File: src/rtl/irtx_pkg.sv
// Shared types and constants for the single-output infrared frame transmitter.
// Used by irtx_front, irtx_back and the top level; depends on nothing else.
package irtx_pkg;

	localparam int DefChannels    = 4;
	localparam int DefFrameBits   = 16;
	localparam int DefRepeatLimit = 4;

	localparam int FrameW = 16;
	localparam int RepW   = 3;

	localparam logic [3:0] NibEscape = 4'h4;
	localparam logic [3:0] NibCheck  = 4'hF;

	// Opcode of an input word.
	localparam logic OpTick    = 1'b0;
	localparam logic OpCommand = 1'b1;

	// Configuration register indexes.
	typedef enum logic [2:0] {
		CFG_CARRIER_HALF = 3'd0,
		CFG_MARK_CYCLES  = 3'd1,
		CFG_SPACE_ZERO   = 3'd2,
		CFG_SPACE_ONE    = 3'd3,
		CFG_SPACE_SS     = 3'd4
	} cfg_idx_t;

	localparam logic [7:0]  RstCarrierHalf = 8'd13;
	localparam logic [5:0]  RstMarkCycles  = 6'd7;
	localparam logic [11:0] RstSpaceZero   = 12'd260;
	localparam logic [11:0] RstSpaceOne    = 12'd546;
	localparam logic [11:0] RstSpaceSs     = 12'd1014;

	typedef struct packed {
		logic [7:0]  carrier_half;
		logic [5:0]  mark_cycles;
		logic [11:0] space_zero;
		logic [11:0] space_one;
		logic [11:0] space_ss;
	} cfg_t;

	// One classified input word as it travels through the queue.
	typedef struct packed {
		logic       is_cmd;
		logic [1:0] channel;
		logic       mode_bit;
		logic       output_select;
		logic [3:0] power;
	} item_t;

endpackage

File: src/rtl/irtx_front.sv
// Front end: accepts input words, classifies them and holds them in a
// two-entry queue for the back end. Depends on irtx_pkg.
module irtx_front
	import irtx_pkg::*;
(
	input  logic       clk,
	input  logic       arst_n,
	input  logic       in_valid,
	output logic       in_stall,
	input  logic       opcode,
	input  logic [1:0] channel,
	input  logic       mode_bit,
	input  logic       output_select,
	input  logic [3:0] power,
	output logic       q_valid,
	input  logic       q_pop,
	output item_t      q_item
);

	item_t      mem_q [2];
	logic       wr_ptr_q;
	logic       rd_ptr_q;
	logic [1:0] count_q;
	logic       push;
	logic       pop;
	item_t      item_in;

	assign in_stall = (count_q == 2'd2);
	assign push     = in_valid && !in_stall;
	assign q_valid  = (count_q != 2'd0);
	assign pop      = q_pop && q_valid;
	assign q_item   = mem_q[rd_ptr_q];

	always_comb begin
		item_in.is_cmd        = (opcode == OpCommand);
		item_in.channel       = channel;
		item_in.mode_bit      = mode_bit;
		item_in.output_select = output_select;
		item_in.power         = power;
	end

	always_ff @(posedge clk) begin
		if (push) begin
			mem_q[wr_ptr_q] <= item_in;
		end
	end

	always_ff @(posedge clk or negedge arst_n) begin
		if (!arst_n) begin
			wr_ptr_q <= 1'b0;
			rd_ptr_q <= 1'b0;
			count_q  <= 2'd0;
		end else begin
			if (push) begin
				wr_ptr_q <= !wr_ptr_q;
			end
			if (pop) begin
				rd_ptr_q <= !rd_ptr_q;
			end
			unique case ({push, pop})
				2'b10:   count_q <= count_q + 2'd1;
				2'b01:   count_q <= count_q - 2'd1;
				default: count_q <= count_q;
			endcase
		end
	end

	a_count_range: assert property (@(posedge clk) disable iff (!arst_n)
		count_q <= 2'd2) else $error("queue count out of range");
	a_no_pop_empty: assert property (@(posedge clk) disable iff (!arst_n)
		count_q == 2'd0 |=> !pop || $past(push)) else $error("pop from empty queue");
	a_ptr_match: assert property (@(posedge clk) disable iff (!arst_n)
		(count_q == 2'd0 || count_q == 2'd2) |-> wr_ptr_q == rd_ptr_q)
		else $error("queue pointers disagree with count");

endmodule

File: src/rtl/irtx_back.sv
// Back end: executes one queued word a cycle unless its held result is stalled,
// against frame and timing state, into an output register. Depends on irtx_pkg.
module irtx_back
	import irtx_pkg::*;
#(
	parameter int CHANNELS     = DefChannels,
	parameter int FRAME_BITS   = DefFrameBits,
	parameter int REPEAT_LIMIT = DefRepeatLimit
) (
	input  logic            clk,
	input  logic            arst_n,
	input  cfg_t            cfg,
	input  logic            q_valid,
	output logic            q_pop,
	input  item_t           q_item,
	output logic            out_valid,
	input  logic            out_stall,
	output logic            ir_level,
	output logic            busy_res,
	output logic [RepW-1:0] repeat_count,
	output logic            rejected
);

	localparam int SymW = $clog2(FRAME_BITS + 2);
	localparam int PosW = $clog2(FRAME_BITS);

	logic [CHANNELS-1:0]   toggle_q, toggle_d;
	logic [FrameW-1:0]     last_frame_q, last_frame_d;
	logic [RepW-1:0]       repeats_q, repeats_d;
	logic [FRAME_BITS-1:0] shift_q, shift_d;
	logic [SymW-1:0]       sym_q, sym_d;
	logic                  in_space_q, in_space_d;
	logic [5:0]            carrier_q, carrier_d;
	logic [7:0]            half_q, half_d;
	logic [11:0]           space_q, space_d;
	logic                  sending_q, sending_d;
	logic                  pin_q, pin_d;
	logic                  rej_d;

	logic                  out_valid_q;
	logic                  rej_q;

	logic                  fire;
	logic [CHANNELS-1:0]   ch_hot;
	logic                  tog;
	logic [3:0]            n1, n2, n3, n4;
	logic [FrameW-1:0]     frame;
	logic [31:0]           frame32;
	logic [SymW-1:0]       pos_full;
	logic [11:0]           space_len;
	logic [7:0]            half_inc;
	logic [5:0]            carrier_inc;
	logic [11:0]           space_inc;

	assign q_pop = q_valid && (!out_valid_q || !out_stall);
	assign fire  = q_pop;

	// Frame assembly for a command.
	always_comb begin
		for (int i = 0; i < CHANNELS; i++) begin
			ch_hot[i] = (32'(q_item.channel) == i);
		end
		tog     = |(toggle_q & ch_hot);
		n1      = {tog, 1'b0, q_item.channel};
		n2      = NibEscape | {2'b00, q_item.mode_bit, q_item.output_select};
		n3      = q_item.power;
		n4      = NibCheck ^ n1 ^ n2 ^ n3;
		frame   = {n1, n2, n3, n4};
		frame32 = 32'(frame);
	end

	// Space length of the current symbol: start and stop use their own.
	always_comb begin
		pos_full = SymW'(FRAME_BITS) - sym_q;
		if (sym_q == '0 || sym_q > SymW'(FRAME_BITS)) begin
			space_len = cfg.space_ss;
		end else if (shift_q[pos_full[PosW-1:0]]) begin
			space_len = cfg.space_one;
		end else begin
			space_len = cfg.space_zero;
		end
	end

	assign half_inc    = half_q + 8'd1;
	assign carrier_inc = carrier_q + 6'd1;
	assign space_inc   = space_q + 12'd1;

	always_comb begin
		toggle_d     = toggle_q;
		last_frame_d = last_frame_q;
		repeats_d    = repeats_q;
		shift_d      = shift_q;
		sym_d        = sym_q;
		in_space_d   = in_space_q;
		carrier_d    = carrier_q;
		half_d       = half_q;
		space_d      = space_q;
		sending_d    = sending_q;
		pin_d        = pin_q;
		rej_d        = 1'b0;
		if (q_item.is_cmd) begin
			if (sending_q) begin
				rej_d = 1'b1;
			end else begin
				if (frame == last_frame_q) begin
					if (repeats_q < RepW'(REPEAT_LIMIT)) begin
						repeats_d = repeats_q + RepW'(1);
					end
				end else begin
					last_frame_d = frame;
					repeats_d    = '0;
				end
				toggle_d   = toggle_q ^ ch_hot;
				shift_d    = frame32[FRAME_BITS-1:0];
				sym_d      = '0;
				in_space_d = 1'b0;
				carrier_d  = '0;
				half_d     = '0;
				space_d    = '0;
				sending_d  = 1'b1;
				pin_d      = 1'b1;
			end
		end else if (!sending_q) begin
			pin_d = 1'b0;
		end else if (!in_space_q) begin
			half_d = half_inc;
			if (half_inc >= cfg.carrier_half || half_inc == 8'd0) begin
				half_d = '0;
				if (pin_q) begin
					pin_d = 1'b0;
				end else begin
					carrier_d = carrier_inc;
					if (carrier_inc >= cfg.mark_cycles || carrier_inc == 6'd0) begin
						carrier_d  = '0;
						in_space_d = 1'b1;
						space_d    = '0;
					end else begin
						pin_d = 1'b1;
					end
				end
			end
		end else begin
			space_d = space_inc;
			if (space_inc >= space_len || space_inc == 12'd0) begin
				space_d = '0;
				if (sym_q >= SymW'(FRAME_BITS + 1)) begin
					sending_d  = 1'b0;
					in_space_d = 1'b0;
					sym_d      = '0;
					pin_d      = 1'b0;
				end else begin
					sym_d      = sym_q + SymW'(1);
					in_space_d = 1'b0;
					half_d     = '0;
					carrier_d  = '0;
					pin_d      = 1'b1;
				end
			end
		end
	end

	always_ff @(posedge clk or negedge arst_n) begin
		if (!arst_n) begin
			toggle_q     <= '0;
			last_frame_q <= '0;
			repeats_q    <= '0;
			shift_q      <= '0;
			sym_q        <= '0;
			in_space_q   <= 1'b0;
			carrier_q    <= '0;
			half_q       <= '0;
			space_q      <= '0;
			sending_q    <= 1'b0;
			pin_q        <= 1'b0;
			out_valid_q  <= 1'b0;
			rej_q        <= 1'b0;
		end else begin
			if (fire) begin
				toggle_q     <= toggle_d;
				last_frame_q <= last_frame_d;
				repeats_q    <= repeats_d;
				shift_q      <= shift_d;
				sym_q        <= sym_d;
				in_space_q   <= in_space_d;
				carrier_q    <= carrier_d;
				half_q       <= half_d;
				space_q      <= space_d;
				sending_q    <= sending_d;
				pin_q        <= pin_d;
				rej_q        <= rej_d;
				out_valid_q  <= 1'b1;
			end else if (!out_stall) begin
				out_valid_q <= 1'b0;
			end
		end
	end

	// The result word mirrors the state left by the last executed word.
	assign out_valid    = out_valid_q;
	assign ir_level     = pin_q;
	assign busy_res     = sending_q;
	assign repeat_count = repeats_q;
	assign rejected     = rej_q;

	a_rej_busy: assert property (@(posedge clk) disable iff (!arst_n)
		rej_q |-> sending_q) else $error("rejected while not busy");
	a_idle_dark: assert property (@(posedge clk) disable iff (!arst_n)
		!sending_q |-> !pin_q && !in_space_q) else $error("pin driven while idle");
	a_rep_limit: assert property (@(posedge clk) disable iff (!arst_n)
		repeats_q <= RepW'(REPEAT_LIMIT)) else $error("repeat count past limit");
	a_sym_range: assert property (@(posedge clk) disable iff (!arst_n)
		sym_q <= SymW'(FRAME_BITS + 1)) else $error("symbol index past stop");

endmodule

File: src/rtl/ir_single_output_frame_transmitter_core.sv
// An accepted input word passes through the two-entry queue, the back-end step
// and the output register. One input word per cycle is taken unless the queue is
// full or the output stalls; the queue and output register decouple the channels.
// Reset (arst_n, asynchronous): toggle bits, frame history and all timing
// counters clear, the LED pin is low and timing registers take their defaults.
module ir_single_output_frame_transmitter_core
	import irtx_pkg::*;
#(
	parameter int CHANNELS     = DefChannels,
	parameter int FRAME_BITS   = DefFrameBits,
	parameter int REPEAT_LIMIT = DefRepeatLimit
) (
	input  logic            clk,
	input  logic            arst_n,
	input  logic            in_valid,
	output logic            in_stall,
	input  logic            opcode,
	input  logic [1:0]      channel,
	input  logic            mode_bit,
	input  logic            output_select,
	input  logic [3:0]      power,
	output logic            out_valid,
	input  logic            out_stall,
	output logic            ir_level,
	output logic            busy_res,
	output logic [RepW-1:0] repeat_count,
	output logic            rejected,
	input  logic            cfg_valid,
	output logic            cfg_ready,
	input  logic [2:0]      cfg_index,
	input  logic [11:0]     cfg_data
);

	cfg_t  cfg_q;
	logic  q_valid;
	logic  q_pop;
	item_t q_item;

	assign cfg_ready = 1'b1;

	always_ff @(posedge clk or negedge arst_n) begin
		if (!arst_n) begin
			cfg_q.carrier_half <= RstCarrierHalf;
			cfg_q.mark_cycles  <= RstMarkCycles;
			cfg_q.space_zero   <= RstSpaceZero;
			cfg_q.space_one    <= RstSpaceOne;
			cfg_q.space_ss     <= RstSpaceSs;
		end else if (cfg_valid && cfg_ready) begin
			unique case (cfg_index)
				CFG_CARRIER_HALF: cfg_q.carrier_half <= cfg_data[7:0];
				CFG_MARK_CYCLES:  cfg_q.mark_cycles  <= cfg_data[5:0];
				CFG_SPACE_ZERO:   cfg_q.space_zero   <= cfg_data;
				CFG_SPACE_ONE:    cfg_q.space_one    <= cfg_data;
				CFG_SPACE_SS:     cfg_q.space_ss     <= cfg_data;
				default:          cfg_q              <= cfg_q;
			endcase
		end
	end

	irtx_front u_front (
		.clk           (clk),
		.arst_n        (arst_n),
		.in_valid      (in_valid),
		.in_stall      (in_stall),
		.opcode        (opcode),
		.channel       (channel),
		.mode_bit      (mode_bit),
		.output_select (output_select),
		.power         (power),
		.q_valid       (q_valid),
		.q_pop         (q_pop),
		.q_item        (q_item)
	);

	irtx_back #(
		.CHANNELS     (CHANNELS),
		.FRAME_BITS   (FRAME_BITS),
		.REPEAT_LIMIT (REPEAT_LIMIT)
	) u_back (
		.clk          (clk),
		.arst_n       (arst_n),
		.cfg          (cfg_q),
		.q_valid      (q_valid),
		.q_pop        (q_pop),
		.q_item       (q_item),
		.out_valid    (out_valid),
		.out_stall    (out_stall),
		.ir_level     (ir_level),
		.busy_res     (busy_res),
		.repeat_count (repeat_count),
		.rejected     (rejected)
	);

endmodule

File: config.mk
export PLATFORM = sky130hd
export DESIGN_NAME = ir_single_output_frame_transmitter_core
export DESIGN_NICKNAME = d
export VERILOG_FILES = /design/src/rtl/irtx_pkg.sv /design/src/rtl/irtx_front.sv /design/src/rtl/irtx_back.sv /design/src/rtl/ir_single_output_frame_transmitter_core.sv
export SDC_FILE = /design/constraint.sdc
export NUM_CORES = 1
export LEC_CHECK = 0
export ABC_AREA = 1
export BUFFER_PORTS_ARGS = -buffer_cell sky130_fd_sc_hd__buf_2
export CAP_MARGIN = 15
export CORE_ASPECT_RATIO = 1.25
export CORE_MARGIN = 4
export CORE_UTILIZATION = 25
export CTS_CLUSTER_SIZE = 28
export DETAILED_ROUTE_END_ITERATION = 8
export MAX_ROUTING_LAYER = met4
export SLEW_MARGIN = 15
export SYNTH_ARGS = -nofsm -noshare
export SYNTH_HDL_FRONTEND = slang
export SYNTH_SLANG_ARGS = --single-unit
File: constraint.sdc
create_clock -name clk -period 5.7 [get_ports clk]
set_input_delay 1.425 -clock clk [delete_from_list [all_inputs] [get_ports clk]]
set_output_delay 1.425 -clock clk [all_outputs]
set_load 0.02 [all_outputs]
* After elaboration in Yosys (flattened, before gate mapping) *
Memory sizes are Yosys's and may differ from the RTL's.
Index checks and enable logic that the tools add are counted.

cells by class
  $add $sub $neg = 8
  $mul = 0
  divide/modulo/power cells = 0
  magnitude comparators = 7
  eq/ne operators = 19
  shift operators = 0
  muxes and demuxes = 64
  bitwise gates (word level) = 7
  reduce and logical (&&, ||, !) cells = 41

operators with widths
  operator                                                          count
  12-bit two-way mux                                                10
  8-bit two-way mux                                                 7
  6-bit two-way mux                                                 9
  5-bit two-way mux                                                 6
  1-bit two-way mux                                                 28
  14-bit == test                                                    1
  12-bit by 1-bit adder with 12-bit output (second input constant)  1
  12-bit >= comparator                                              1
  12-bit zero test                                                  1
  4-bit AND reduction                                               3
  2-bit AND reduction                                               5
  5-bit AND reduction                                               2
  2-bit nonzero test                                                5
  3-bit != test (second input constant)                             3
  8-bit by 1-bit adder with 8-bit output (second input constant)    1
  2-bit == test (second input constant)                             4
  8-bit >= comparator                                               1
  8-bit zero test                                                   1
  4-bit XOR                                                         2
  7-bit AND reduction                                               1
  6-bit by 1-bit adder with 6-bit output (second input constant)    1
  3-bit by 2-bit == test with 1-bit output (second input constant)  2
  6-bit >= comparator                                               1
  6-bit zero test                                                   1
  other kinds (32)                                                  49

word-level totals
  bits in registers = 125
  latch bits = 0
  RAM bits = 18
  ROM bits = 0
  output and inout port bits = 9
  memories kept = 1

memory list
  memory         depth  width  read ports  clocked after memory_dff  wr ports  line              RTL
  u_front.mem_q  2      9      1           0                         1         irtx_front.sv:20  item_t mem_q [2];

* Depth between registers and ports, before layout *
Gate-level depths: netlist of the first run.

  word-level depth = 11
  gate-level depth with buffers = 26

* Modules after synthesis *
From an unflattened synthesis of the first run, not the netlist that was laid out.

unflattened totals
  cells, all modules = 1055
  area total of the unflattened synthesis = 8160.3 µm²

modules (own cells, without submodules)
  module                                   instances  cells each  area each (µm²)  sequential area each (µm²)
  irtx_back                                1          745         5236.3           1726.7
  ir_single_output_frame_transmitter_core  1          232         2033.2           1275.0
  irtx_front                               1          78          890.9            640.6

* Worst setup path after synthesis of the first run *
No wires, ideal clock.

  path type = flip-flop to flip-flop
  from = register u_back.sym_q[0]
  to = register u_back.space_q[2]
  arrival = 3.292 ns
  data required time = 5.635 ns
  slack = 2.343 ns
  stages on the path, launching flop included = 23
  buffers on the path = 2
  clock period less this slack = 3.357 ns
  cells stage by stage = dfrtp_1 inv_1 ha_1 xor2_1 nand2_1 o21ai_0 o21ai_0 o21bai_2 nand2_1 buf_2 nand2_1 nand3_1 nand2_1 ha_1 a21o_1 o21ai_0 nand3_1 nor2_1 nand4_4 inv_2 buf_2 nand3_1 nand2_1

on the way
  longest elaborated chain between the ends = 11
  elaborated cells on any way between the ends = 14
  classes of those cells = add/sub (1); order compare (2); mux (8); reduce/logical (3)

ends and longest elaborated chain
  element                                      line              RTL
  start: declaration                           irtx_back.sv:31   logic [SymW-1:0] sym_q, sym_d;
  start signal: assignment                     irtx_back.sv:183  sym_q <= sym_d;
  1-bit by 4-bit subtractor with 4-bit output  irtx_back.sv:74   pos_full = SymW'(FRAME_BITS) - sym_q;
  1-bit binary-select mux with 4-bit select    irtx_back.sv:77   end else if (shift_q[pos_full[PosW-1:0]]) begin
  1-bit two-way mux (not written as such)      irtx_back.sv:77
  12-bit two-way mux                           irtx_back.sv:77
  12-bit two-way mux *                         irtx_back.sv:75   if (sym_q == '0 || sym_q > SymW'(FRAME_BITS)) begin
  12-bit >= comparator *                       irtx_back.sv:144  if (space_inc >= space_len || space_inc == 12'd0) begin
  1-bit logical OR *                           irtx_back.sv:144
  12-bit two-way mux *                         irtx_back.sv:144
  12-bit two-way mux *                         irtx_back.sv:125  end else if (!in_space_q) begin
  12-bit two-way mux *                         irtx_back.sv:123  end else if (!sending_q) begin
  12-bit two-way mux *                         irtx_back.sv:101  if (q_item.is_cmd) begin
  end signal: assignment                       irtx_back.sv:187  space_q <= space_d;
  end: declaration                             irtx_back.sv:35   logic [11:0] space_q, space_d;

Mark *: on every way between the ends. The rest lies on a longest branch, timed or not. The select of a mux whose other input is x is not followed.
A chain may end at the register's enable or synchronous reset.

* Final worst setup path of the first run *
  from = register u_back.sym_q[0]
  to = register u_back.space_q[8]

Same word-level chain as after synthesis.

==> flow_summary_export.csv, run 1 <==
group,metric,value,unit
logic_synthesis,ys_warn_count,0,
routing,drc,0,
logic_synthesis,synth_top_area_cell,"dfrtp_1",
hold_path,hold_class,"reg2reg",
final_layout,multi_input_area,3800,sq um
setup_path,cp_max_fo,17,
cts,ctsResizeCount,0,
logic_synthesis,synth.avg_cell_area,7.91,sq um
setup_path,crit_top_cell,"nand2_1",
setup_path,crit_path_end_kind,"register",
cts,cts_root_buffer,"clkbuf_16",
timing,period_minus_slack,4.70,ns
logic_synthesis,syn_area,8050,sq um
grt,grt_pass1_wl,31.2,mm
place,placed_cell_area,8610,sq um
routing,routed_wl,18.0,mm
final_layout,design_area,9210,sq um
setup_path,max_stage_delay,0.58,ns
cts,cts_setup_buffers,0,
routing,drtAntennaViolNets,0,
final_layout,nFillCells,3435,
logic_synthesis,ys.flop_type,"dfrtp_1",
logic_synthesis,synth.most_common_cell,"nand2_1",
power,powerDensity,479,nW/um^2
final_layout,final_core_util,29.0,%
logic_synthesis,synthCells,1018,
cts,cts_buffer_depth,2,
setup_path,required,6.06,ns
grt,grt_pass1_vias,6376,
setup_path,criticalPathCategory,"reg2reg",
timing,relSlewSlack,43.3,%
timing,tightest_slew,0.849,ns
floorplan,die_w,169,microns
routing,drt-initial-drc-count,277,
cts,htree_num_levels,4,
cts,path_clk_slew,0.06,ns
final_layout,drive_gt1_share,15.4,%
logic_synthesis,ys_top_cells_by_area,"dfrtp_1, nand2_1, edfxtp_1, ha_1, dfstp_2",
timing,skew,0.00994,ns
cts,cts_tree,"done",
floorplan,io_pins,38,
cts,clkLatencyLatePin,0.42,ns
floorplan,dieArea,35200,sq um
final_layout,seq_area,3640,sq um
cts,cts_inserted_buffers,17,
grt,grt_start_max_net_pins,54,
cts,cts_hold_buf,0,
floorplan,die_h,209,microns
timing,rsz0062_at_grt,"no",
place,dp_hpwl,13.6,mm
place,gp_congestion,0.835,
setup_path,crit_chain,"inv_1 > ha_1 > inv_1 > o21ai_0 > o22a_1 > o21ai_0 > nand2_1 > nand2_1 > nand2_1 > nand3_1 > nand2_1 > ha_1 > a21o_1 > o21ai_0 > nand3_1 > nor2_1 > nand4_4 > inv_2 > nand3_1 > nand2_1",
grt,gr-total-overflow,0,
timing,setup_tns,0,ns
logic_synthesis,yosys-top-cells-count,"nand2_1, dfrtp_1, inv_1, o21ai_0, nor2_1",
setup_path,cp_slowest_cell,"dfrtp_1",
logic_synthesis,post_synth_num_cell_types,47,
power,p_leak,4.58,nW
floorplan,num_rows,73,
routing,wl_per_cell,12.2,microns
logic_synthesis,synth-seq-cells,141,
routing,post_drt_via_cell_ratio,4.39,
routing,via_count,6470,
floorplan,start_util,25.3,%
run_status,status,"completed",
logic_synthesis,netlist.area_leader.share,32.3,%
logic_synthesis,synth-edff-count,18,
timing,setup_viol,0,
grt,grt_use_total,11.0,%
grt,antenna_found_initial,0,
setup_path,cp-start-kind,"register",
logic_synthesis,synth_fp_nets,1089,
setup_path,r2r_slack,1.00,ns
floorplan,coreArea,31800,sq um
timing,drv_slew,0,
setup_path,cp_data_arrival_time,5.06,ns
timing,max_freq,0.213,GHz
timing,finalHoldViolations,0,
final_layout,area_growth,14.3,%
power,peakVddDrop,0.000254,V
place,portBuffers,36,
logic_synthesis,async_flop_share,87.2,%
final_layout,n_antenna_cell,0,
job,drv_cap,0,
logic_synthesis,seq_area_frac_synth,45.2,%
final_layout,fin_nets,1121,
cts,cts.sinks,141,
routing,dr.pass1.iters,5,
timing,fin_crit_sh,82.4,%
timing,holdWs,0.458,ns
[final timing paths]
| check | from | end | cells after the start |
|---|---|---|---|
| setup / recovery | u_back.sym_q[0]$_DFFE_PN0P_ | u_back.space_q[8]$_DFFE_PN0P_ | 20 |
| hold reg to reg | u_back.shift_q[10]$_DFFE_PN0P_ | u_back.shift_q[10]$_DFFE_PN0P_ | 2 |
| setup reg to reg | u_back.sym_q[0]$_DFFE_PN0P_ | u_back.space_q[8]$_DFFE_PN0P_ | 20 |
| hold / removal | u_back.shift_q[10]$_DFFE_PN0P_ | u_back.shift_q[10]$_DFFE_PN0P_ | 2 |
| max in group asynchronous | arst_n | cfg_q[2]$_DFFE_PN1P_ | 2 |
| min in group asynchronous | arst_n | u_front.count_q[0]$_DFFE_PN0P_ | 1 |
[kinds of logic after synthesis]
family                     count (synthesis)  share of synthesized area (%)
buffers and inverters                    145                           7.55
AOI/OAI and AO/OA                        124                           8.81
DFF                                      141                           45.2
xor gates and xnor gates                  10                           1.18
and+or+nand+nor                          555                           30.6
adders and majority gates                 42                           6.53
other                                      1                         0.0466
[state kept, by name, indices dropped and copies added (netlist names), 2 cells and up]
register,count
u_back.shift_q,13
u_front.mem_q,18
u_back.half_q,8
u_back.repeat_count,3
u_back.toggle_q,4
u_back.last_frame_q,13
u_back.space_q,12
u_front.count_q,2
cfg_q,50
u_back.carrier_q,6
u_back.sym_q,5
[worst max-delay path, delay by kind of cell, from the launching register on]
kind | cells | cell delay (ns)
and+or+nand+nor | 10 | 1.97
AOI/OAI and AO/OA | 5 | 0.80
adders and majority gates | 2 | 0.66
buffers and inverters | 3 | 0.64
DFF | 1 | 0.58
[cell usage in the layout, fill, tap and decap left out, types with 4 or more instances in the layout]
master,count
buf_2,35
edfxtp_1,18
nor2_1,73
clkbuf_16,17
nand3_1,72
buf_4,4
nand3_2,5
nand2_1,329
o21ai_0,84
nand3b_1,7
xnor2_1,4
inv_2,13
o21bai_1,6
or2_2,14
dfstp_2,19
ha_1,42
inv_1,103
a21oi_1,12
dfrtp_1,104
nand4_1,23
xor2_1,5
o21ai_2,13
clkinv_2,4
clkbuf_8,4
nand2_2,16
[through the flow]
stage | cells | power, mW | worst slack [ns]
3_5_place_dp | 1443 | 3.33 | 0.999
2_1_floorplan | 1018 | 2.93 | 2.34
5_1_grt | 1475 | 4.83 | 0.477
3_3_place_gp | 1443 | 3.28 | 1.21
4_1_cts | 1475 | 4.47 | 0.964
6_report | 1475 | 4.41 | 1.00
[per-layer routing]
| layer | up-vias | GRT usage [%] | share of wire (%) |
|---|---|---|---|
| li1 | 3336 | - | - |
| met1 | 3029 | 13.5 | 45 |
| met2 | 81 | 18.1 | 50 |
| met3 | 24 | 1.97 | 2.4 |
| met4 | 0 | 4.00 | 1.8 |
| met5 | - | - | 0 |
[area by class of cell]
| class | count | area share (%) |
|---|---|---|
| clock buffer | 22 | 5.26 |
| clock inverter | 10 | 1.21 |
| multi-input combinational | 732 | 41.3 |
| timing repair buffer | 39 | 2.23 |
| tap | 412 | 5.60 |
| sequential | 141 | 39.6 |
| inverter | 119 | 4.85 |
[where the power goes]
part           internal (mW)  total, mW  switching, mW
clock network          0.689       1.12          0.427
registers               1.30       1.49          0.199
logic                  0.638       1.80           1.16
No activity file was read; power rests on OpenSTA's default activity.
==> run 2, diff against run 1 <==
Clock period 5.7 ns to 4.55 ns, I/O delays scaled along.
==> flow_summary_export.csv, run 2 (synthesis results as in run 1) <==
group,metric,value,unit
run_status,status,"completed",
routing,drtAntennaViolNets,0,
final_layout,largest_register_ffs,50,
setup_path,cp_data_arrival_time,4.23,ns
final_layout,final_core_util,29.2,%
power,powerDensity,611,nW/um^2
cts,cts_inserted_buffers,17,
setup_path,crit_path_end_kind,"register",
place,portBuffers,36,
timing,tightest_slew,0.898,ns
hold_path,holdPathStages,2,
grt,grt_pass1_vias,6292,
timing,finalHoldViolations,0,
routing,routed_wl,17.7,mm
floorplan,dieArea,35200,sq um
routing,dr.pass1.iters,5,
final_layout,multi_input_area,3800,sq um
cts,cts.sinks,141,
timing,rsz0062_at_grt,"no",
power,peakVddDrop,0.000312,V
setup_path,cp_max_fo,17,
routing,via_count,6448,
cts,cts_setup_buffers,0,
grt,grt_pass1_wl,30.7,mm
timing,skew,0.00923,ns
hold_path,hold_class,"reg2reg",
cts,cts_hold_buf,0,
grt,grt_start_max_net_pins,73,
floorplan,num_rows,73,
timing,setup_tns,0,ns
setup_path,criticalPathCategory,"reg2reg",
cts,clkLatencyLatePin,0.42,ns
floorplan,die_h,209,microns
timing,drv_slew,0,
cts,cts_root_buffer,"clkbuf_16",
floorplan,io_pins,38,
final_layout,fin_nets,1125,
timing,period_minus_slack,3.87,ns
setup_path,cp-start-kind,"register",
routing,post_drt_via_cell_ratio,4.36,
floorplan,die_w,169,microns
job,drv_cap,0,
cts,htree_num_levels,4,
timing,relSlewSlack,40.0,%
timing,max_freq,0.259,GHz
cts,ctsResizeCount,0,
final_layout,reg.largest.list,"cfg_q: 50 flops, u_front.mem_q: 18 flops",
routing,drc,0,
cts,cts_buffer_depth,2,
cts,cts_tree,"done",
grt,grt_use_total,10.7,%
final_layout,largest_register,"cfg_q",
timing,fin_crit_sh,84.9,%
setup_path,r2r_cells,23,
cts,path_clk_slew,0.06,ns
place,gp_congestion,0.860,
power,p_leak,4.60,nW
setup_path,required,4.91,ns
routing,drt-initial-drc-count,373,
grt,gr-total-overflow,0,
final_layout,n_antenna_cell,0,
final_layout,drive_gt1_share,15.7,%
place,dp_hpwl,13.1,mm
routing,wl_per_cell,12.0,microns
final_layout,seq_area,3640,sq um
timing,setup_viol,0,
timing,holdWs,0.469,ns
grt,antenna_found_initial,0,
final_layout,area_growth,15.2,%
final_layout,nFillCells,3427,
final_layout,final_cell_mix,"nand2_1, dfrtp_1, inv_1",
final_layout,layout_commonest_cell,"nand2_1",
floorplan,start_util,25.3,%
floorplan,coreArea,31800,sq um
run 2: cell types whose count changed in the layout (fill, tap and decap cells not counted):
cell        delta
buf_4          +3
clkinv_4       +2
bufinv_16      +1
clkinv_2       -3
clkbuf_1       +1
buf_12         +1
clkbuf_16      +1
clkbuf_8       -4
clkinvlp_4     +1
inv_6          +1
run 2: report_power, final:
group | total (mW) | switching [mW] | internal [mW]
sequential | 1.86 | 0.236 | 1.62
combinational | 2.34 | 1.48 | 0.860
clock | 1.46 | 0.562 | 0.899
total | 5.66 | 2.28 | 3.38
run 2: final cells by class:
cell class | instances | share of cell area, %
Clock buffer | 20 | 4.94
Clock inverter | 12 | 1.73
Inverter | 119 | 4.82
Multi-Input combinational cell | 732 | 41.0
Sequential cell | 141 | 39.3
Tap cell | 412 | 5.56
Timing Repair Buffer | 43 | 2.67
run 2: path summary, 6_finish.rpt:
kind | start | endpoint | slack [ns]
setup / recovery | u_back.sym_q[0]$_DFFE_PN0P_ | u_back.space_q[6]$_DFFE_PN0P_ | 0.68
hold / removal | u_back.last_frame_q[10]$_DFFE_PN0P_ | u_back.last_frame_q[10]$_DFFE_PN0P_ | 0.47
setup reg to reg | u_back.sym_q[0]$_DFFE_PN0P_ | u_back.space_q[6]$_DFFE_PN0P_ | 0.68
hold reg to reg | u_back.last_frame_q[10]$_DFFE_PN0P_ | u_back.last_frame_q[10]$_DFFE_PN0P_ | 0.47
max in group asynchronous | arst_n | cfg_q[5]$_DFFE_PN1P_ | 2.94
min in group asynchronous | arst_n | u_front.count_q[0]$_DFFE_PN0P_ | 0.75
run 2: critical path, cell delays in order, from the launching register on:
cell and delay [ns]:
dfrtp_1 0.37, inv_1 0.16, ha_1 0.22, xor2_1 0.32
nand2_1 0.09, o21ai_0 0.08, o21ai_0 0.08, o21bai_2 0.21
nand2_1 0.07, buf_4 0.18, nand2_1 0.06, nand3_1 0.06
nand2_1 0.06, ha_1 0.28, nand2_1 0.11, nor2_1 0.06
and2_1 0.13, nand2_1 0.06, nand3_1 0.06, nor2_1 0.31
nand4_4 0.34, inv_2 0.30, nand3_1 0.12, nand2_1 0.08
run 2: routing by layer:
layer	global-route usage, %	vias up	wire length [microns]
met4	2.49	0	174
met2	18.0	97	8900
met3	2.25	17	527
met5	-	-	0
li1	-	3342	-
met1	13.4	2992	8070
run 2: through the flow:
| stage | worst slack, ns | cells | instance area [sq um] | power (mW) |
|---|---|---|---|---|
| after global placement | 0.770 | 1447 | 8650 | 4.19 |
| after CTS | 0.642 | 1479 | 9270 | 5.71 |
| after floorplan | 1.19 | 1018 | 8050 | 3.67 |
| after detailed placement | 0.666 | 1447 | 8650 | 4.23 |
| final | 0.685 | 1479 | 9270 | 5.66 |
| after global routing | 0.109 | 1479 | 9270 | 6.18 |
